--- src/rtl/chd_pkg.sv ---
package chd_pkg;

   // fixed field widths
   localparam int CHAR_W     = 8;
   localparam int HASH_W     = 64;
   localparam int DUP_W      = 32;
   localparam int STORED_W   = 7;
   localparam int RSP_DATA_W = 48;

   // default depth of the seen-hash store
   localparam int TABLE_DEPTH_DEF = 64;

   // hash handed from the front to the queue
   typedef struct packed {
      logic              valid;
      logic [HASH_W-1:0] hash;
   } hash_push_type;

   // head of the queue as seen by the back
   typedef struct packed {
      logic              valid;
      logic [HASH_W-1:0] hash;
   } hash_head_type;

   // queue occupancy status towards the front
   typedef struct packed {
      logic full;
   } queue_status_type;

   // lookup sequencer states
   typedef enum logic [1:0] {
      BK_IDLE,
      BK_READ,
      BK_CMP,
      BK_RESOLVE
   } back_state_type;

endpackage

--- src/rtl/chd_queue.sv ---
module chd_queue (
   input  logic                      clock,
   input  logic                      reset,
   input  chd_pkg::hash_push_type    push,
   input  logic                      pop,
   output chd_pkg::hash_head_type    head,
   output chd_pkg::queue_status_type status
);
   import chd_pkg::*;

   logic [HASH_W-1:0] slot_ff [2];
   logic              wr_ptr_ff;
   logic              wr_ptr_in;
   logic              rd_ptr_ff;
   logic              rd_ptr_in;
   logic [1:0]        count_ff;
   logic [1:0]        count_in;
   logic              do_push;
   logic              do_pop;

   assign do_push = push.valid && (count_ff != 2'd2);
   assign do_pop  = pop && (count_ff != 2'd0);

   // pointer and occupancy update
   always_comb begin
      wr_ptr_in = do_push ? !wr_ptr_ff : wr_ptr_ff;
      rd_ptr_in = do_pop ? !rd_ptr_ff : rd_ptr_ff;
      count_in  = count_ff;
      if (do_push && !do_pop) begin
         count_in = count_ff + 2'd1;
      end else if (do_pop && !do_push) begin
         count_in = count_ff - 2'd1;
      end
   end

   always_ff @(posedge clock) begin
      if (reset) begin
         wr_ptr_ff <= 1'b0;
         rd_ptr_ff <= 1'b0;
         count_ff  <= 2'd0;
      end else begin
         wr_ptr_ff <= wr_ptr_in;
         rd_ptr_ff <= rd_ptr_in;
         count_ff  <= count_in;
      end
   end

   // slot storage
   always_ff @(posedge clock) begin
      if (do_push) begin
         slot_ff[wr_ptr_ff] <= push.hash;
      end
   end

   assign head.valid  = (count_ff != 2'd0);
   assign head.hash   = slot_ff[rd_ptr_ff];
   assign status.full = (count_ff == 2'd2);

endmodule

--- config.mk ---
export PLATFORM = sky130hd
export DESIGN_NAME = chd_queue
export DESIGN_NICKNAME = d
export VERILOG_FILES = /design/src/rtl/chd_pkg.sv /design/src/rtl/chd_queue.sv
export SDC_FILE = /design/constraint.sdc
export NUM_CORES = 1
export LEC_CHECK = 0
export ABC_AREA = 1
export ABC_CLOCK_PERIOD_IN_PS = 5150
export CAP_MARGIN = 10
export CELL_PAD_IN_SITES_DETAIL_PLACEMENT = 1
export CELL_PAD_IN_SITES_GLOBAL_PLACEMENT = 1
export CORE_MARGIN = 1
export CORE_UTILIZATION = 41
export DETAILED_ROUTE_END_ITERATION = 16
export DONT_BUFFER_PORTS = 1
export PLACE_DENSITY_LB_ADDON = 0.25
export SLEW_MARGIN = 10
export SYNTH_ARGS = -nofsm -noshare
export SYNTH_HDL_FRONTEND = slang
export SYNTH_SLANG_ARGS = --single-unit
--- constraint.sdc ---
create_clock -name clock -period 5.15 [get_ports clock]
set_input_delay 0.7725 -clock clock [delete_from_list [all_inputs] [get_ports clock]]
set_output_delay 0.7725 -clock clock [all_outputs]
set_load 0.005 [all_outputs]
# After elaboration in Yosys (flattened, before gate mapping)
# Memories as Yosys holds them, arrays and structs flattened. A register that Yosys moved wholly into a read port is not among the register bits.
# Cells that the tools add are included.
[totals]
output_inout_bits = 66
memories = 1
ff_bits = 4
wordCells = 24
ramBits = 128
input_bits = 68
rom_bits = 0
latchBits = 0
[op_classes]
n_mux = 6
bitwise_logic = 0
n_mul = 0
shifts = 0
n_reduce_logical = 10
n_eq_ne = 2
n_div = 0
addsub = 2
magnitude_cmp = 0
[mem_list]
columns = ["memory", "depth", "word_bits", "read_ports", "rd_clocked_by_memory_dff", "write_ports", "line_no", "text"]
rows = [
  ["slot_ff", 2, 64, 1, 1, 1, "chd_queue.sv:11", "logic [HASH_W-1:0] slot_ff [2];"],
]
[op_table]
columns = ["cell", "count"]
rows = [
  ["logical AND 1 bit", 4],
  ["zero test 1 bit", 4],
  ["2-to-1 mux 1 bit", 4],
  ["2-to-1 mux 2 bit", 2],
  ["nonzero test 2 bit", 2],
  ["adder 2 x 1 -> 2 bit (second input constant)", 1],
  ["== test 2 bit (second input constant)", 1],
  ["!= test 2 bit (second input constant)", 1],
  ["subtractor 2 x 1 -> 2 bit (second input constant)", 1],
]

# Depth between registers and ports, before layout
[depth]
word_depth = 6
depth_mapped = 10
depth_no_buf = 10

# Least setup slack after synthesis
# No wires, ideal clock.
[synth_path]
path_kind = "input -> register"
from = "input port push[64] (netlist name)"
to = "memory slot_ff[0][0], enable pin"
setup_time_ns = 0.486
path_slack_ns = 1.150
required_ns = 4.664
path_stages = 2
arrival_time_ns = 3.514
n_path_buf = 0
path_cell_list = "o21ai_2 > nor2_1"
[synth_via]
elab_chain_len = 3
[synth_lines]
columns = ["item", "line_no", "text"]
rows = [
  ["start, declared", "chd_queue.sv:4", "input chd_pkg::hash_push_type push,"],
  ["logical AND 1 bit", "chd_queue.sv:21", "assign do_push = push.valid && (count_ff != 2'd2);"],
  ["2-to-1 mux 1 bit", "chd_queue.sv:50", "if (do_push) begin"],
  ["2-to-1 mux 1 bit (not written as such)", "chd_queue.sv:51", "slot_ff[wr_ptr_ff] <= push.hash;"],
  ["end, declared", "chd_queue.sv:11", ""],
]
# Every way passes these cells.

==> results.md <==
* Status: complete, no violations
* WL per Instance at between 15 and 20 um
* Syn Area/Cell at 21.9 um^2
* Total grt overflow at 0
* CP Launch Type: flop
* Hold buffer count at cts at 0
* Vias/cell at 4.81
* Via count at 2076
* Final RePlAce weighted congestion at 0.631
* Pleak at 2.09 nW
* Crit-path max cell delay at 840 ps
* Max clock buf depth at 2
* Worst ir drop on vdd at 0.293 mV
* Final Hold Viols at 0
* Cell taking the most area after synthesis: edfxtp_1
* Setup-failing EPs final at 0
* CP endpoint kind: primary output
* Max Cap Viol at 0
* Clock Sinks at 133
* CP Class: flop to primary output
* Root Driver: clkbuf_16
* Post-Syn Instances at 236
* Asr flop ratio synth at 0%
* Critical-path cell list: buf_4 -> mux2_2
* Slew @ Worst Pin at 953 ps
* Standard cell core area at around 12000 um^2
* Top post-synthesis cells by count: edfxtp_1, mux2_4, inv_1, nor2_1, nand2_1
* Yosys warning total at 0
* TritonCTS clock tree: built
* Count leader, synth: edfxtp_1
* Final nets at 320
* Pwr/cell area at 539 nW/um^2
* Number of synthesized flops with an enable pin at 128
* Layout cells sized above 1 at 37.1%
* Clock Latency Late Sink at 410 ps
* Die area at 13100 um^2
* WP data arrival at 2210 ps
* Initial Util at 42.5%
* Die Height at roughly 110 um
* HP Class: input pin to flop
* Slew Viols, Final at 0
* Clk pin slew, worst setup/hold paths at 50 ps
* Io pins at between 100 and 150
* Top cells by area, synth: edfxtp_1, mux2_4, buf_12
* FMAX at ~340 MHz
* CP Buf/Inv Count at 1
* Initial antenna violation count at 0
* First-pass GRT wire length at between 10000 and 15000 um
* RSZ-0062 raised after global routing: no
* Top cell type's share of synthesized area at between 70 and 80%
* Post-DRT Antenna Nets at 0
* Area Overhead vs Synth at 13.8%
* Sequential element share of the synthesized area at 76.4%
* Dpl cell area at 5290 um^2
* Chip Width at between 100 and 150 um
* Largest net degree at the start of global routing at 41
* Total GRT Usage at between 10% and 20%
* Worst-path fanout max at 40
* Row cnt at 40
* # fillers at approximately 1100
* Crit path time final at ~3000 ps
* Vias in the first global route at 2268
* I/O Buffers at 0
* Net count after synthesis at between 300 and 400
* Total CTS buffers at 17
* FF+latch count, synth at 133
* # diodes at 0
* Final Cycle Share at 57.9%
* # DRC at 0
* Setup Fix Bufs, Post-CTS at 0
* Detailed Route Iter0 Violations at between 150 and 200
* Routed WL at just over 8000 um
* Setup TNS at 0 ps
* Drt first pass iters at 4
* Synthesized area at 5160 um^2
* H-tree Lvls at 4
* Max-slew headroom at 36.3%
* Layout Skew at 8.23 ps
* Post-synth top flop: edfxtp_1
* Post-route cell area at slightly below 6000 um^2
* Unique masters post-synth at 15
* Post-DP HPWL at 5330 um
* # resized after CTS at 0
* Crit path required time at about 4400 ps
* CP delay by family, top: flip-flops
* Critical Path Slowest Stage Cell: dfxtp_4
## layout by cell type (no fill, tap or decap), drive strengths merged
cell,n
edfxtp,128
nand2,7
clkbuf,18
buf,3
a21oi,2
bufinv,4
clkinv,10
nand4,1
inv,8
dfxtp,5
nor2,8
nand3,2
o21ai,3
mux2,64
ha,1
## final timing paths
| path | startpoint | to | slack (ps) | cells past startpoint |
|---|---|---|---|---|
| worst min register to register | rd_ptr_ff$_SDFFE_PP0P_ | rd_ptr_ff$_SDFFE_PP0P_ | 510 | 2 |
| worst max-delay path | flop | head[61] | 2170 | 2 |
| worst min-delay path | push[3] | slot_ff[1][3]$_DFFE_PP_ | 460 | 0 |
| worst max register to register | count_ff[1]$_SDFFE_PP0P_ | slot_ff[0][62]$_DFFE_PP_ | 2910 | 4 |
## per-layer routing
layer / wire length (um) / GRT usage [%] / part of all wire (%) / up-vias
met5: 0 / 0 / 0 / -
met4: 116 / 5.71 / 1.4 / 0
met3: 1130 / 10.1 / 14 / 10
met2: 3980 / 20.1 / 48 / 97
met1: 3040 / 13.6 / 37 / 1026
li1: - / - / - / 943
## cells by family after synthesis
family	synth area share, %
flops	76.4
mux	18.3
simple gates	1.41
buf+inv	3.13
compound gates	0.557
fa+ha+maj	0.242
## flip-flops by register name, indices dropped and copies added (netlist names), named ones only
signal,flops
count_ff,2
wr_ptr_ff,1
slot_ff,128
rd_ptr_ff,1
## where the power goes
| group | switching, mW | total, mW | internal (mW) | leakage [nW] |
|---|---|---|---|---|
| sequential | 0.0862 | 1.46 | 1.37 | 1.24 |
| clock | 0.412 | 1.21 | 0.796 | 0.297 |
| combinational | 0.243 | 0.501 | 0.257 | 0.555 |
## cell type report
cell class | instances | area (um^2) | area share, %
tap | 168 | 210 | 3.58
inverter | 8 | 30.0 | 0.511
timing repair buffer | 3 | 22.5 | 0.383
clock buffer | 18 | 429 | 7.30
clock inverter | 14 | 165 | 2.81
multi-input combinational | 88 | 1070 | 18.3
sequential | 133 | 3950 | 67.1
## metrics by stage
stage,hold WS [ps],utilization [%],std cells,setup slack (ps),total power [mW]
2_1_floorplan,465,-,236,1150,1.94
3_3_place_gp,484,43.5,400,2550,1.98
3_5_place_dp,495,43.5,400,2520,2.00
4_1_cts,436,48.3,432,2100,3.22
5_1_grt,427,48.3,432,2060,3.31
6_report,455,48.3,432,2170,3.17
(Power assumes the default switching activity.)
