===== config.mk =====
export PLATFORM = sky130hd
export DESIGN_NAME = chd_front
export DESIGN_NICKNAME = d
export VERILOG_FILES = /design/src/rtl/chd_pkg.sv /design/src/rtl/chd_front.sv
export SDC_FILE = /design/constraint.sdc
export NUM_CORES = 1
export LEC_CHECK = 0
export BUFFER_PORTS_ARGS = -buffer_cell sky130_fd_sc_hd__buf_2
export CAP_MARGIN = 0
export CORE_ASPECT_RATIO = 1.25
export CORE_MARGIN = 1
export CORE_UTILIZATION = 55
export CTS_CLUSTER_SIZE = 14
export DETAILED_ROUTE_END_ITERATION = 12
export PLACE_DENSITY = 0.87
export SLEW_MARGIN = 30
export SYNTH_ARGS = -nofsm -noshare
export SYNTH_HDL_FRONTEND = slang
export SYNTH_SLANG_ARGS = --single-unit

===== constraint.sdc =====
create_clock -name clock -period 5 [get_ports clock]
set_input_delay 0.75 -clock clock [delete_from_list [all_inputs] [get_ports clock]]
set_output_delay 0.75 -clock clock [all_outputs]
set_load 0.01 [all_outputs]

===== src/rtl/chd_pkg.sv =====
package chd_pkg;

   // fixed field widths
   localparam int CHAR_W     = 8;
   localparam int HASH_W     = 64;
   localparam int DUP_W      = 32;
   localparam int STORED_W   = 7;
   localparam int RSP_DATA_W = 48;

   // default depth of the seen-hash store
   localparam int TABLE_DEPTH_DEF = 64;

   // hash handed from the front to the queue
   typedef struct packed {
      logic              valid;
      logic [HASH_W-1:0] hash;
   } hash_push_type;

   // head of the queue as seen by the back
   typedef struct packed {
      logic              valid;
      logic [HASH_W-1:0] hash;
   } hash_head_type;

   // queue occupancy status towards the front
   typedef struct packed {
      logic full;
   } queue_status_type;

   // lookup sequencer states
   typedef enum logic [1:0] {
      BK_IDLE,
      BK_READ,
      BK_CMP,
      BK_RESOLVE
   } back_state_type;

endpackage


===== src/rtl/chd_front.sv =====
module chd_front (
   input  logic                       clock,
   input  logic                       reset,
   input  logic                       req_tvalid,
   output logic                       req_tready,
   input  logic [chd_pkg::CHAR_W-1:0] req_tdata,
   input  logic                       req_tlast,
   input  chd_pkg::queue_status_type  q_status,
   output chd_pkg::hash_push_type     push
);
   import chd_pkg::*;

   logic [HASH_W-1:0] hash_ff;
   logic [HASH_W-1:0] hash_in;
   logic [HASH_W-1:0] lowered;
   logic [HASH_W-1:0] folded;
   logic              accept;

   // take bytes whenever the queue can hold a finished hash
   assign req_tready = !q_status.full;
   assign accept     = req_tvalid && req_tready;

   // ascii upper case to lower case, other bytes unchanged
   always_comb begin
      if (req_tdata inside {[8'h41:8'h5a]}) begin
         lowered = HASH_W'(req_tdata) + HASH_W'(8'h20);
      end else begin
         lowered = HASH_W'(req_tdata);
      end
   end

   // hash * 31 as a shift and subtract, plus the lowered byte
   assign folded = (hash_ff << 5) - hash_ff + lowered;

   // accumulator update, cleared after the last byte of a name
   always_comb begin
      hash_in = hash_ff;
      if (accept) begin
         hash_in = req_tlast ? '0 : folded;
      end
   end

   always_ff @(posedge clock) begin
      if (reset) begin
         hash_ff <= '0;
      end else begin
         hash_ff <= hash_in;
      end
   end

   // finished hash goes to the queue
   assign push.valid = accept && req_tlast;
   assign push.hash  = folded;

endmodule


=== Yosys cells after proc, flatten, opt, wreduce, memory -nomap -nowiden ===
Cells that the tools add are included.

* Flip-flop bits (word level): 64
* Output and inout port bits: 66
* Input bits: 13
* Bits in read-only memories: 0
* Memories kept: 0
* Word-level logic and storage cells: 12
* RAM bits: 0
* Bits in latches: 0

* Reduce and logical (&&, ||, !) cells: 4
* Mux-type cells: 2
* $lt $le $gt $ge: 2
* Div/mod/pow operators: 0
* $add $sub $neg: 3
* Multipliers: 0
* Bitwise logic cells: 0
* Equality and inequality tests: 0
* Shift-type cells: 0

{| class="wikitable"
|+ Operators with widths
! cell !! number
|-
| $add 64x9->64 || 1
|-
| $mux 64 || 1
|-
| $sub 64x64->64 || 1
|-
| $add 8x6->9 const B || 1
|-
| $mux 9 || 1
|-
| $ge 8x7->1 const B || 1
|-
| $le 8x7->1 const B || 1
|-
| $logic_and 1x1->1 || 3
|-
| $logic_not 1->1 || 1
|}

=== Logic depth before layout (Yosys ltp) ===
Gate-level depths: netlist of run 1.

* Depth after elaboration: 5
* Mapped depth: 18
* Depth with buffers taken out: 18

=== Worst setup path before layout of run 1 ===
Ideal clock, no wire load.

* Kind: input port to output port
* From: input port req_tdata[2] in the netlist's numbering
* To: output port push[60] in the netlist's numbering
* Stages on the path: 15
* Data required time: 4.250 ns
* Slack: -0.242 ns
* Data arrival time: 4.492 ns
* Buffers on the path: 0
* Cells stage by stage: or4_1 -> o22ai_1 -> nor4b_1 -> or2_2 -> fa_1 -> ha_1 -> o211ai_1 -> o211ai_2 -> a31oi_2 -> o41a_1 -> o41ai_4 -> a21oi_2 -> o2111ai_4 -> a221oi_2 -> xnor2_1

{| class="wikitable"
|+ RTL lines
! what !! RTL line !! source
|-
| from (decl) || chd_front.sv:6 || <nowiki>input logic [chd_pkg::CHAR_W-1:0] req_tdata,</nowiki>
|-
| to (decl) || chd_front.sv:9 || <nowiki>output chd_pkg::hash_push_type push</nowiki>
|}

==> results of run 1 <==
## critical path, delay by kind of cell
kind	cells	cell delay, ns
xor+xnor	1	0.21
fa+ha+maj	2	0.80
simple gates	4	1.06
buf+inv	3	0.40
compound gates	8	1.67
## per-layer routing
| layer | vias to the layer above | wire [microns] |
|---|---|---|
| met1 | 3654 | 8770 |
| met2 | 658 | 12000 |
| met3 | 256 | 2310 |
| li1 | 3470 | - |
| met4 | 2 | 2330 |
| met5 | - | 18 |
## how the worst max path moves through the flow
stage	depth (start not counted)	to	slack (ns)
2_1_floorplan	15	push[60]	-0.09
3_3_place_gp	21	push[33]	-0.50
3_5_place_dp	21	push[33]	-0.66
4_1_cts	17	push[56]	-0.60
5_1_grt	19	push[50]	-0.72
6_report	18	push[58]	-0.65
## area by class of cell
type | instances | area share (%)
clock buffer | 11 | 2.79
clock inverter | 5 | 0.607
inverter | 86 | 3.56
multi-input combinational | 703 | 64.5
sequential | 64 | 14.1
tap | 164 | 2.26
timing repair buffer | 156 | 12.2
## timing repair
item                       in CTS  in global routing
pin swaps                      57                 43
setup endpoints to repair      39                 47
gates resized for setup        93                 54
buffers inserted               22                 27
## cells by family after synthesis
group,count (synthesis),synth area share [%]
AOI/OAI and AO/OA,300,28.1
xor gates and xnor gates,62,7.82
adders and majority gates,127,23.4
buffers and inverters,135,7.41
DFF,64,18.5
muxes,2,0.306
other,1,0.0540
and+or+nand+nor,211,14.4
## cells in the final DEF, fill, tap and decap left out, drive strengths merged, types with 33 or more instances in the layout
master / netlist / routed
a21oi: 94 / 94
nor2: 52 / 52
dfxtp: 64 / 64
inv: 86 / 86
a21o: 33 / 33
o21ai: 72 / 72
buf: 8 / 156
nand2: 74 / 74
xnor2: 35 / 35
ha: 122 / 122
## through the flow
stage	TNS, ns	setup WS, ns	cell area (sq um)	utilization (%)	instances
finish	-17.22	-0.649	9070	74.2	1189
global route	-20.69	-0.717	9070	74.2	1189
CTS	-12.43	-0.598	8660	70.9	1173
detailed placement	-16.60	-0.664	7700	63.0	1138
global placement	-10.95	-0.504	7700	63.0	1138
floorplan	-0.212	-0.0884	6970	-	902
==> flow_metrics.tcl, run 1 <==
set metrics [dict create \
    cts_hold_buffers 0 \
    setup_violations 42 \
    fin_crit_ns 5.65 \
    netlist.area_leader.share_pct 22.0 \
    drive_gt1_share_pct 26.1 \
    wl_per_cell_microns 21.4 \
    grt_usage_pct 35.0 \
    min_from "hash_ff[61]$_SDFFE_PP0P_" \
    clock-root-buffer "clkbuf_16" \
    hold_viol 0 \
    ys_seq_elements 64 \
    violations "negative setup slack" \
    grt_busiest_layer "met2" \
    worstSetupPathType "in2out" \
    required_ns 4.25 \
    cts.clk_slew.worst_paths_ns 0.05 \
    cts_buffer_depth 2 \
    grt_pass1_vias 7451 \
    diodes 0 \
    place_congestion 0.972 \
    synth_top_area_cell "ha_1" \
    max-cap-violations 0 \
    netlist_instances 902 \
    ys_warn_count 0 \
    hold_path_class "reg2reg" \
    fin_crit_sh_pct 113 \
    rows 45 \
    finClkSkew_ns 0.00867 \
    min_to "hash_ff[61]$_SDFFE_PP0P_" \
    drt-total-wl_mm 25.5 \
    avgSynthCellArea_sq_um 7.69 \
    grt.overflow.total 0 \
    reg.largest.list "hash_ff (64)" \
    hold_ws_ns 0.477 \
    die_x_microns 102 \
    clk_latency_ns 0.35 \
    worstHoldPathCells 1 \
    synth_edf_count 0 \
    registers.top_by_ff_count "hash_ff" \
    async_flop_share_pct 0 \
    drt_iter0_markers 770 \
    rrSetupSlack_ns 0.93 \
    crit_path_end_kind "primary output" \
    place_hpwl_mm 15.0 \
    multi_input_area_sq_um 5850 \
    grt_util_met2_pct 59.5 \
    grt_max_degree 36 \
    ys_types 62 \
    detail-route-antenna-nets 0 \
    reg2reg_depth 21 \
    num_vias 8040 \
    dieHeight_microns 128 \
    die-area_sq_um 13100 \
    portBuffers 78 \
    cp_cell_sequence "buf_6 > or4_4 > o22ai_4 > nor4b_4 > or2_4 > fa_1 > ha_4 > o211ai_1 > o211ai_2 > buf_4 > nand4_1 > a21oi_4 > o2111ai_4 > o21ai_2 > a41oi_2 > o21ai_1 > xor2_1 > buf_2" \
    vias_per_cell 6.76 \
    cts_tree "yes" \
    syn_nets 1042 \
    slowest_delay_ns 0.55 \
    seq_area_frac_synth_pct 18.5 \
    worst_r2r_endpoint "hash_ff[27]$_SDFFE_PP0P_" \
    crit_fanout 4 \
    crit_start "req_tdata[2]" \
    synth_most_common_cell "ha_1" \
    fmax_mhz 177 \
    synth_commonest_cells "122 x ha_1, 92 x a21oi_1, 86 x inv_1, 74 x nand2_1, 67 x o21ai_0" \
    ys.flop_type "dfxtp_1" \
    grt_pass1_wl_mm 35.7 \
    syn2layout_area_growth_pct 30.7 \
    drcViolationCount 0 \
    start_util_pct 56.8 \
    rr_startpoint "hash_ff[1]$_SDFFE_PP0P_" \
    tightestPinTransition_ns 0.788 \
    synth_area_leaders "ha_1 22%, dfxtp_1 18%, a21oi_1 6.6%" \
    cts_buffers 9 \
    coreArea_sq_um 12200 \
    n_fill_cell 812 \
    grt_use_met3_pct 6.89 \
    syn_area_sq_um 6940 \
    cp_slowest_cell "or4_4" \
    outcome "finished with violations" \
    max-slew-margin-rel_pct 47.2 \
    antenna_found_initial 1 \
    drt_pass1_iterations 6 \
    finalNetCount 1160 \
    ioPinCount 79 \
    crit_path_start_kind "primary input" \
    clkSinkCount 64 \
    worst_ep_arrival_time_ns 4.90 \
    largest_reg_flops 64 \
    rsz0062_at_grt "yes" \
    cts.htree.levels 3 \
    grtUsageMet1_pct 37.5 \
    slew_violations 0 \
    fin_ws_ns -0.649 \
    regArea_sq_um 1280 \
]
Power of run 1 is left out: the tool's default activity adds up to more than one toggle a clock period on the data nets, which glitch-free logic cannot reach.
==> run 2, diff against run 1 <==
--- a/config.mk
+++ b/config.mk
@@ -7,12 +7,14 @@
 export LEC_CHECK = 0
 export BUFFER_PORTS_ARGS = -buffer_cell sky130_fd_sc_hd__buf_2
 export CAP_MARGIN = 0
+export CELL_PAD_IN_SITES_DETAIL_PLACEMENT = 1
+export CELL_PAD_IN_SITES_GLOBAL_PLACEMENT = 1
 export CORE_ASPECT_RATIO = 1.25
 export CORE_MARGIN = 1
-export CORE_UTILIZATION = 55
+export CORE_UTILIZATION = 40
 export CTS_CLUSTER_SIZE = 14
 export DETAILED_ROUTE_END_ITERATION = 12
-export PLACE_DENSITY = 0.87
+export PLACE_DENSITY = 0.86
 export SLEW_MARGIN = 30
 export SYNTH_ARGS = -nofsm -noshare
 export SYNTH_HDL_FRONTEND = slang
==> flow_metrics.tcl, run 2 (synthesized netlist as in run 1, its figures left out) <==
set metrics [dict create \
    reg.largest.list "hash_ff (64)" \
    tightestPinTransition_ns 0.938 \
    grt_usage_pct 32.2 \
    place_ws_ns -0.745 \
    drive_gt1_share_pct 29.3 \
    rrSetupSlack_ns 0.76 \
    required_ns 4.25 \
    finalNetCount 1184 \
    grt_pass1_wl_mm 44.7 \
    cts_buffers 9 \
    die_x_microns 120 \
    rsz0062_at_grt "yes" \
    slowest_delay_ns 0.53 \
    clk_latency_ns 0.37 \
    slew_violations 0 \
    cp_slowest_cell "or4_4" \
    grt.overflow.total 0 \
    final_cells 1270 \
    setup_violations 40 \
    fin_ws_ns -0.617 \
    violations "negative setup slack" \
    fin_crit_sh_pct 112 \
    cts_tree "yes" \
    start_util_pct 41.0 \
    vias_per_cell 6.39 \
    registers.top_by_ff_count "hash_ff" \
    cts_hold_buffers 0 \
    hold_path_class "reg2reg" \
    fin_crit_ns 5.62 \
    crit_path_end_kind "primary output" \
    grt_util_met2_pct 58.9 \
    cts_buffer_depth 2 \
    crit_fanout 4 \
    grt_pass1_vias 8311 \
    worstSetupPathType "in2out" \
    dieHeight_microns 149 \
    finish.utilization_pct 56.1 \
    rows 53 \
    cts.clk_slew.worst_paths_ns 0.05 \
    grt_use_met3_pct 5.35 \
    drt_pass1_iterations 5 \
    crit_path_start_kind "primary input" \
    max-slew-margin-rel_pct 37.1 \
    placed_cells 1203 \
    portBuffers 78 \
    finClkSkew_ns 0.0119 \
    num_vias 8120 \
    worst_ep_arrival_time_ns 4.87 \
    antenna_found_initial 1 \
    outcome "finished with violations" \
    drcViolationCount 0 \
    place_hpwl_mm 18.1 \
    drt-total-wl_mm 31.9 \
    grt_max_degree 32 \
    largest_reg_flops 64 \
    hold_viol 0 \
    drt_iter0_markers 551 \
    grt_busiest_layer "met2" \
    fmax_mhz 178 \
    syn2layout_area_growth_pct 36.7 \
    cp_cell_sequence "buf_6 > or4_4 > o22ai_4 > nor4b_4 > or2_4 > fa_2 > ha_4 > o211ai_1 > o211ai_2 > a31oi_2 > o41a_1 > o41ai_4 > a21oi_2 > o2111ai_4 > a221oi_2 > xnor2_2 > buf_2" \
    mostFrequentLayoutCells "119 x ha_1, 85 x inv_1, 81 x buf_4" \
    place_congestion 0.904 \
    wl_per_cell_microns 25.1 \
    cts.htree.levels 3 \
    coreArea_sq_um 16900 \
    clock-root-buffer "clkbuf_16" \
    hold_ws_ns 0.478 \
    die-area_sq_um 17900 \
    max-cap-violations 0 \
    detail-route-antenna-nets 0 \
    grtUsageMet1_pct 34.5 \
    clkSinkCount 64 \
    ioPinCount 79 \
    layout_commonest_cell "ha_1" \
]
[run 2: cell count changes in the layout (fill, tap and decap cells not counted), moves of 4 or more]
cell / before / now
xnor2_2: 11 / 16
buf_4: 57 / 81
xnor2_1: 17 / 13
xor2_4: 1 / 5
[run 2: path summary, 6_finish.rpt]
check / from / to / cells after the start
worst max-delay path: req_tdata[2] / push[60] / 17
worst min-delay path: hash_ff[61]$_SDFFE_PP0P_ / hash_ff[61]$_SDFFE_PP0P_ / 1
worst max register to register: hash_ff[21]$_SDFFE_PP0P_ / hash_ff[42]$_SDFFE_PP0P_ / 16
worst min register to register: hash_ff[61]$_SDFFE_PP0P_ / hash_ff[61]$_SDFFE_PP0P_ / 1
[run 2: metal layers]
layer	share of wire, %	wire [microns]
met1	36	11500
met2	51	16100
met3	6.3	2010
met4	7.0	2240
met5	0	0
[run 2: stage by stage]
step / setup TNS [ns] / cell area [sq um]
2_1_floorplan: -0.212 / 6970
5_1_grt: -19.06 / 9480
6_report: -15.24 / 9490
4_1_cts: -8.02 / 8930
3_3_place_gp: -13.07 / 7840
3_5_place_dp: -18.09 / 7850
[run 2: area by class of cell]
| type | count | area (sq um) |
|---|---|---|
| clock buffers | 10 | 229 |
| fillers | 1987 | 7420 |
| well taps | 220 | 275 |
| multi-input cells | 703 | 6030 |
| inverters | 86 | 323 |
| repair buffers | 180 | 1280 |
| flip-flops and latches | 64 | 1280 |
| clock inverters | 6 | 60.1 |
| diodes | 1 | 2.50 |
[run 2: worst max-delay path: cells and delay by family]
family                   cells  cell delay (ns)
AO/OA/AOI/OAI                9             2.01
AND/OR/NAND/NOR              3             0.84
adder cells (fa/ha/maj)      2             0.76
buffers and inverters        2             0.27
XOR/XNOR                     1             0.23
[run 2: repair_timing]
| action | 4_1_cts | 5_1_grt |
|---|---|---|
| pin swaps | 47 | 30 |
| gates resized for setup | 100 | 73 |
| buffers inserted | 35 | 27 |
| hold endpoints to repair | 0 | 0 |
| endpoints found under the setup margin | 40 | 47 |
Power of run 2 is left out for the same reason.
