<file path="src/rtl/chd_pkg.sv">
package chd_pkg;

   // fixed field widths
   localparam int CHAR_W     = 8;
   localparam int HASH_W     = 64;
   localparam int DUP_W      = 32;
   localparam int STORED_W   = 7;
   localparam int RSP_DATA_W = 48;

   // default depth of the seen-hash store
   localparam int TABLE_DEPTH_DEF = 64;

   // hash handed from the front to the queue
   typedef struct packed {
      logic              valid;
      logic [HASH_W-1:0] hash;
   } hash_push_type;

   // head of the queue as seen by the back
   typedef struct packed {
      logic              valid;
      logic [HASH_W-1:0] hash;
   } hash_head_type;

   // queue occupancy status towards the front
   typedef struct packed {
      logic full;
   } queue_status_type;

   // lookup sequencer states
   typedef enum logic [1:0] {
      BK_IDLE,
      BK_READ,
      BK_CMP,
      BK_RESOLVE
   } back_state_type;

endpackage

</file>
<file path="src/rtl/chd_back.sv">
module chd_back #(
   parameter int TABLE_DEPTH = chd_pkg::TABLE_DEPTH_DEF
) (
   input  logic                         clock,
   input  logic                         reset,
   input  chd_pkg::hash_head_type       head,
   output logic                         pop,
   output logic                         rsp_tvalid,
   input  logic                         rsp_tready,
   output logic                         rsp_dup,
   output logic                         rsp_full,
   output logic [chd_pkg::DUP_W-1:0]    rsp_dup_total,
   output logic [chd_pkg::STORED_W-1:0] rsp_stored_total
);
   import chd_pkg::*;

   localparam int IDX_W  = (TABLE_DEPTH > 1) ? $clog2(TABLE_DEPTH) : 1;
   localparam int FILL_W = $clog2(TABLE_DEPTH + 1);
   localparam logic [FILL_W-1:0] DEPTH_CNT = FILL_W'(TABLE_DEPTH);

   back_state_type     state_ff;
   back_state_type     state_in;
   logic [HASH_W-1:0]  hash_ff;
   logic [HASH_W-1:0]  hash_in;
   logic               hit_ff;
   logic               hit_in;
   logic [FILL_W-1:0]  idx_ff;
   logic [FILL_W-1:0]  idx_in;
   logic [FILL_W-1:0]  fill_ff;
   logic [FILL_W-1:0]  fill_in;
   logic [DUP_W-1:0]   dup_ff;
   logic [DUP_W-1:0]   dup_in;
   logic               out_valid_ff;
   logic               out_valid_in;
   logic               out_dup_ff;
   logic               out_dup_in;
   logic               out_full_ff;
   logic               out_full_in;
   logic [DUP_W-1:0]   out_total_ff;
   logic [DUP_W-1:0]   out_total_in;
   logic [FILL_W-1:0]  out_fill_ff;
   logic [FILL_W-1:0]  out_fill_in;
   logic [FILL_W+STORED_W-1:0] fill_wide;
   logic               mem_we;
   logic               mem_re;
   logic               slot_free;
   logic [HASH_W-1:0]  seen_ff [TABLE_DEPTH];
   logic [HASH_W-1:0]  rd_data_ff;

   assign slot_free = !out_valid_ff || rsp_tready;

   // lookup sequencer: stored hashes are read and compared one at a time, in order
   always_comb begin
      state_in     = state_ff;
      hash_in      = hash_ff;
      hit_in       = hit_ff;
      idx_in       = idx_ff;
      fill_in      = fill_ff;
      dup_in       = dup_ff;
      out_valid_in = out_valid_ff && !rsp_tready;
      out_dup_in   = out_dup_ff;
      out_full_in  = out_full_ff;
      out_total_in = out_total_ff;
      out_fill_in  = out_fill_ff;
      pop          = 1'b0;
      mem_we       = 1'b0;
      mem_re       = 1'b0;
      case (state_ff)
         BK_IDLE: begin
            if (head.valid) begin
               pop     = 1'b1;
               hash_in = head.hash;
               hit_in  = 1'b0;
               idx_in  = '0;
               state_in = (fill_ff == '0) ? BK_RESOLVE : BK_READ;
            end
         end
         BK_READ: begin
            mem_re   = 1'b1;
            state_in = BK_CMP;
         end
         BK_CMP: begin
            if (rd_data_ff == hash_ff) begin
               hit_in   = 1'b1;
               state_in = BK_RESOLVE;
            end else if (idx_ff == fill_ff - FILL_W'(1)) begin
               state_in = BK_RESOLVE;
            end else begin
               idx_in   = idx_ff + FILL_W'(1);
               state_in = BK_READ;
            end
         end
         BK_RESOLVE: begin
            if (slot_free) begin
               out_valid_in = 1'b1;
               out_dup_in   = hit_ff;
               out_full_in  = 1'b0;
               if (hit_ff) begin
                  if (dup_ff != '1) begin
                     dup_in = dup_ff + DUP_W'(1);
                  end
               end else if (fill_ff != DEPTH_CNT) begin
                  mem_we  = 1'b1;
                  fill_in = fill_ff + FILL_W'(1);
               end else begin
                  out_full_in = 1'b1;
               end
               out_total_in = dup_in;
               out_fill_in  = fill_in;
               state_in     = BK_IDLE;
            end
         end
         default: begin
            state_in = BK_IDLE;
         end
      endcase
   end

   // control state
   always_ff @(posedge clock) begin
      if (reset) begin
         state_ff     <= BK_IDLE;
         fill_ff      <= '0;
         dup_ff       <= '0;
         out_valid_ff <= 1'b0;
      end else begin
         state_ff     <= state_in;
         fill_ff      <= fill_in;
         dup_ff       <= dup_in;
         out_valid_ff <= out_valid_in;
      end
   end

   // working and result payload
   always_ff @(posedge clock) begin
      hash_ff      <= hash_in;
      hit_ff       <= hit_in;
      idx_ff       <= idx_in;
      out_dup_ff   <= out_dup_in;
      out_full_ff  <= out_full_in;
      out_total_ff <= out_total_in;
      out_fill_ff  <= out_fill_in;
   end

   // seen-hash memory, filled in order, one write and one registered read
   always_ff @(posedge clock) begin
      if (mem_we) begin
         seen_ff[fill_ff[IDX_W-1:0]] <= hash_ff;
      end
      if (mem_re) begin
         rd_data_ff <= seen_ff[idx_ff[IDX_W-1:0]];
      end
   end

   // stored count reported in seven bits
   assign fill_wide        = (FILL_W + STORED_W)'(out_fill_ff);
   assign rsp_tvalid       = out_valid_ff;
   assign rsp_dup          = out_dup_ff;
   assign rsp_full         = out_full_ff;
   assign rsp_dup_total    = out_total_ff;
   assign rsp_stored_total = fill_wide[STORED_W-1:0];

   // fill count never passes the depth
   a_fill_bound: assert property (@(posedge clock) disable iff (reset)
      fill_ff <= DEPTH_CNT)
      else $error("fill count beyond table depth");

   // compare only looks at stored entries
   a_idx_bound: assert property (@(posedge clock) disable iff (reset)
      (state_ff == BK_CMP) |-> (idx_ff < fill_ff))
      else $error("lookup index beyond fill count");

   // fill count moves only when a name is resolved
   a_fill_step: assert property (@(posedge clock) disable iff (reset)
      (!$past(reset) && fill_ff != $past(fill_ff)) |->
         ($past(state_ff) == BK_RESOLVE && fill_ff == $past(fill_ff) + FILL_W'(1)))
      else $error("fill count changed outside resolve");

   // duplicate counter never goes down
   a_dup_mono: assert property (@(posedge clock) disable iff (reset)
      !$past(reset) |-> (dup_ff >= $past(dup_ff)))
      else $error("duplicate counter decreased");

   // a new result is never loaded over one still waiting
   a_no_overwrite: assert property (@(posedge clock) disable iff (reset)
      (rsp_tvalid && !rsp_tready) |=> (rsp_tvalid && $stable(rsp_dup_total)))
      else $error("pending result overwritten");

endmodule

</file>
<file path="config.mk">
export PLATFORM = sky130hd
export DESIGN_NAME = chd_back
export DESIGN_NICKNAME = d
export VERILOG_FILES = /design/src/rtl/chd_pkg.sv /design/src/rtl/chd_back.sv
export SDC_FILE = /design/constraint.sdc
export NUM_CORES = 2
export LEC_CHECK = 0
export BUFFER_PORTS_ARGS = -buffer_cell sky130_fd_sc_hd__buf_2
export CAP_MARGIN = 20
export CORE_AREA = 4 4 816 818
export CTS_CLUSTER_DIAMETER = 40
export DETAILED_ROUTE_END_ITERATION = 12
export DIE_AREA = 0 0 820 822
export GPL_TIMING_DRIVEN = 0
export SETUP_SLACK_MARGIN = 0.2
export SLEW_MARGIN = 20
export SYNTH_ARGS = -nofsm -noshare
export SYNTH_HDL_FRONTEND = slang
export SYNTH_SLANG_ARGS = --single-unit
</file>
<file path="constraint.sdc">
create_clock -name clock -period 9.1 [get_ports clock]
set_input_delay 0.91 -clock clock [delete_from_list [all_inputs] [get_ports clock]]
set_output_delay 0.91 -clock clock [all_outputs]
set_load 0.03 [all_outputs]
</file>
### Word-level counts from Yosys, hierarchy flattened

Memories as Yosys holds them, arrays and structs flattened. A register that Yosys moved wholly into a read port is not among the register bits.
Index checks and enable logic that the tools add are counted.

* eq/ne operators: 12
* mux-type cells: 29
* add/subtract/negate cells: 4
* reductions and logical operators: 12

Operators with widths (number)
* $eq A64 B64 Y1: 1
* $mux W32: 2
* $mux W7: 5
* $add A32 B1 Y32 const B: 1
* $ne A32 B32 Y1 const B: 1
* $add A7 B1 Y7 const B: 2
* $mux W1: 14
* $pmux W7 S2: 1
* $mux W2: 5
* $ne A2 B2 Y1 const B: 5
* $pmux W2 S4: 1
* $eq A7 B7 Y1: 1
* $logic_not A7 Y1: 1
* $ne A7 B7 Y1 const B: 1
* $sub A7 B1 Y7 const B: 1
* $reduce_and A2 Y1: 3
* $eq A2 B2 Y1 const B: 2
* $reduce_and A4 Y1: 1
* $reduce_and A3 Y1: 1
* $eq A2 B1 Y1 const B: 1
* $logic_not A1 Y1: 2
* $logic_not A2 Y1: 1
* $pmux W1 S2: 1
* $reduce_bool A2 Y1: 1
* 2 further kinds: 2

* bits of input ports: 68
* register bits: 155
* memories kept: 1
* output and inout bits: 43
* RAM bits: 4096
* logic and storage cells: 69

Memory list
* seen_ff: depth 64, bits a word 64, rd ports 1, clocked after Yosys merged registers in 1, wr ports 1, line chd_back.sv:47 `logic [HASH_W-1:0] seen_ff [TABLE_DEPTH];`

### Depth between registers and ports, before layout

* depth in word-level cells: 7
* mapped depth: 9
* depth with buffers taken out: 8

### Least setup slack after synthesis

No wires, ideal clock.

* path kind: input port to output port
* start point: in head[64] in the netlist's numbering
* end point: out pop
* required time: 8190 ps
* path buffers: 0
* data arrival time: 6193 ps
* setup slack: 1997 ps
* stages: 1
* cell sequence: nor3b_1

* longest elaborated chain between the ends: 2

Ends and longest elaborated chain
* from (decl): line chd_back.sv:6 `input chd_pkg::hash_head_type head,`
* $mux W1: line chd_back.sv:70 `if (head.valid) begin`
* $mux W1: line chd_back.sv:68 `case (state_ff)`
* to (decl): line chd_back.sv:7 `output logic pop,`

No other way between the ends.

==> flow_summary.yaml <==
place:
  port_buffers: 109
  gp_congestion: 0.7717
  postPlaceCellArea_sq_um: 184600
  dp_hpwl_microns: 316000
finish:
  num-fill-cells: 62790
  drive_gt1_share_pct: 29.76
  fin_util_pct: 30.24
  multiInputGateArea_sq_um: 33920
  nets: 8136
  synthToLayoutAreaGrowth_pct: 21.03
  fin_area_sq_um: 198900
  regArea_sq_um: 129200
yosys:
  ys_warn_count: 0
  synthSimpleGateAreaFrac_pct: 1.268
  async_flop_share_pct: 0
  synth-edff-count: 4273
  synthXorXnorAreaFrac_pct: 0.7569
  syn_avg_cell_area_sq_um: 23.30
  synth-compound-area-share_pct: 1.087
  synthesis.area_sq_um: 164300
  ys_seq_area_share_pct: 78.60
  synth_top_family_by_area: "multiplexers"
  ys.flop_type: "edfxtp_1"
  yosysUniqueCellTypes: 53
  synthesis.nets: 7125
  ys_seq_elements: 4315
  synthMuxAreaShare_pct: 17.16
  netlist_instances: 7052
  synthAdderAreaFrac_pct: 0.03807
floorplan:
  initial_core_util_pct: 24.98
  ioPinCount: 111
  die-area_sq_um: 674000
  core_sq_um: 657700
  dieWidth_microns: 820
  rows: 298
  die-height_microns: 822
clocking:
  clk_pin_slew_ps: 70
  clk_latency_ps: 960
  cts_resized: 0
  cts_tree: "built"
  h-tree-depth: 5
  cts_sinks: 4315
  cts_buffer_depth: 4
  cts-root-buf: "clkbuf_16"
  postCtsSetupRepairBufs: 0
  cts_hold_buffers: 0
  numCtsBuffers: 441
power_and_ir_drop:
  leakage_nw: 61.23
  irDropWorstVdd_v: 0.0001780
  power_per_cell_area_nw_per_um2: 224.0
setup_path:
  end_kind: "register"
  critical_path.max_stage_delay_ps: 880
  cp_max_fo: 10
  cp_cell_sequence: "clkbuf_1, buf_2, clkbuf_4, clkbuf_1, mux2i_1, o22ai_1, or4_1"
  crit_buf_inv: 4
  crit_path_top_delay_cell: "clkbuf_1"
  critPathRequiredTime_ps: 9750
  critical_path_class: "register to register"
  startpoint_type: "register"
  cp_top_family: "buffers and inverters"
  crit_path_frequent_cell: "clkbuf_1"
  worstPathArrival_ps: 5480
route:
  vias: 79870
  drtAntennaViolNets: 0
  drc: 0
  first_pass_iters: 5
  vias_per_cell: 4.659
  wl_microns: 440500
  drtIter0Drc: 11340
  post_drt_wl_per_cell_microns: 25.69
timing:
  timing.fmax_mhz: 207.0
  finalHoldViolCount: 0
  hold_slack_ps: 139.2
  fin_skew_ps: 85.11
  rsz0062_at_grt: "false"
  final.min_clock_period_ps: 4832
  drv_slew: 0
  setup_viol: 0
  fin_crit_sh_pct: 53.10
  slew-limit-headroom_pct: 22.95
  tightest_slew_ps: 1156
run_status:
  outcome: "completed"
global_routing:
  track_usage_pct: 12.66
  grt_pass1_vias: 79240
  antenna_found_initial: 37
  gr-total-overflow: 0
  grt_max_degree: 37
  grt_pass1_wl_microns: 620400
min_path:
  hold_class: "input port to register"
flow_run:
  maxCapViolations: 0
-- through the flow --
step | instances | total power, mW | worst slack [ps] | TNS, ps
2_1_floorplan | 7052 | 25.29 | 1997 | 0
3_3_place_gp | 15860 | 26.95 | -5405 | -5079160
3_5_place_dp | 16320 | 27.17 | 4192 | 0
4_1_cts | 17120 | 44.88 | 4241 | 0
5_1_grt | 17120 | 45.99 | 4229 | 0
6_report | 17150 | 44.56 | 4268 | 0
-- worst paths after layout --
path	startpoint	endpoint	slack, ps	cells past startpoint
setup / recovery	idx_ff[1]	rd_data_ff[54]	4270	7
setup reg to reg	idx_ff[1]	rd_data_ff[54]	4270	7
hold / removal	head[37]	hash_ff[37]	140	1
hold reg to reg	hit_ff	rsp_dup	500	0
-- cells in the final DEF (no fill, tap or decap), types with 60 or more instances in the layout --
| cell | Yosys | layout |
|---|---|---|
| clkbuf_1 | 180 | 236 |
| buf_4 | 35 | 80 |
| mux4_2 | 1024 | 1024 |
| clkbuf_16 | 0 | 447 |
| nor2_4 | 0 | 60 |
| edfxtp_1 | 4273 | 4273 |
| nor2_1 | 120 | 60 |
| xnor2_1 | 61 | 60 |
| clkinv_1 | 0 | 74 |
| xor2_1 | 81 | 77 |
| buf_2 | 90 | 209 |
| buf_8 | 1 | 137 |
| o22ai_1 | 256 | 256 |
| or4_1 | 66 | 66 |
| buf_16 | 0 | 61 |
| mux2i_1 | 512 | 512 |
| buf_12 | 0 | 202 |
| clkinv_2 | 0 | 73 |
-- flip-flops by register name (all words and copies together) (netlist names) --
signal            count
seen_ff            4096
hash_ff              64
rd_data_ff           64
dup_ff               32
rsp_dup_total        32
fill_ff               7
idx_ff                7
rsp_stored_total      7
state_ff              2
hit_ff                1
rsp_dup               1
rsp_full              1
rsp_tvalid            1
-- logic make-up (layout without fill, tap and decap cells) --
group / after synthesis / after routing
other: 0 / 25
and+or+nand+nor: 388 / 388
xor gates and xnor gates: 142 / 142
muxes: 1537 / 1537
DFF: 4315 / 4315
adders and majority gates: 5 / 5
buffers and inverters: 380 / 1748
AOI/OAI and AO/OA: 285 / 285
-- synthesized netlist by cell type (all sizes together), types with 2 or more instances --
cell type / number / area share (%)
dfxtp: 42 / 0.51
inv: 6 / 0.014
nor2b: 3 / 0.011
o22ai: 256 / 0.97
o21ai: 9 / 0.027
xnor2: 61 / 0.33
or3b: 3 / 0.016
nand2b: 3 / 0.011
and2: 7 / 0.027
nand3: 35 / 0.11
and4: 9 / 0.048
or4: 66 / 0.30
nor3: 22 / 0.073
and3: 7 / 0.027
xor2: 81 / 0.43
or3: 11 / 0.042
ha: 5 / 0.038
mux4: 1024 / 14
or2: 7 / 0.027
a21oi: 9 / 0.027
clkbuf: 181 / 0.41
nand3b: 5 / 0.023
edfxtp: 4273 / 78
nand2: 46 / 0.11
nand4: 20 / 0.076
nor2: 120 / 0.27
nor3b: 2 / 0.0091
mux2i: 512 / 3.1
nor4: 20 / 0.080
buf: 193 / 0.66
-- routing by layer --
metal | track usage (%) | vias to the layer above | routed length (microns)
li1 | - | 32290 | -
met1 | 18.57 | 43230 | 189900
met2 | 18.61 | 3733 | 194200
met3 | 3.167 | 606 | 43970
met4 | 3.418 | 16 | 12290
met5 | 0 | - | 91
-- power by group --
part | switching (mW) | leakage [nW] | internal [mW]
Combinational | 2.69 | 15.5 | 1.83
Sequential | 0.110 | 38.8 | 22.1
Clock | 7.75 | 6.90 | 10.1
-- area by class of cell --
class | count | share of cell area, %
Antenna cell | 25 | 0.03146
Tap cell | 8700 | 5.473
Sequential cell | 4315 | 64.94
Multi-Input combinational cell | 2357 | 17.05
Buffer | 374 | 0.9116
Clock buffer | 521 | 5.764
Inverter | 6 | 0.01132
Timing Repair Buffer | 568 | 4.430
Clock inverter | 279 | 1.384
Note: power is estimated with default switching activity, not from simulation.
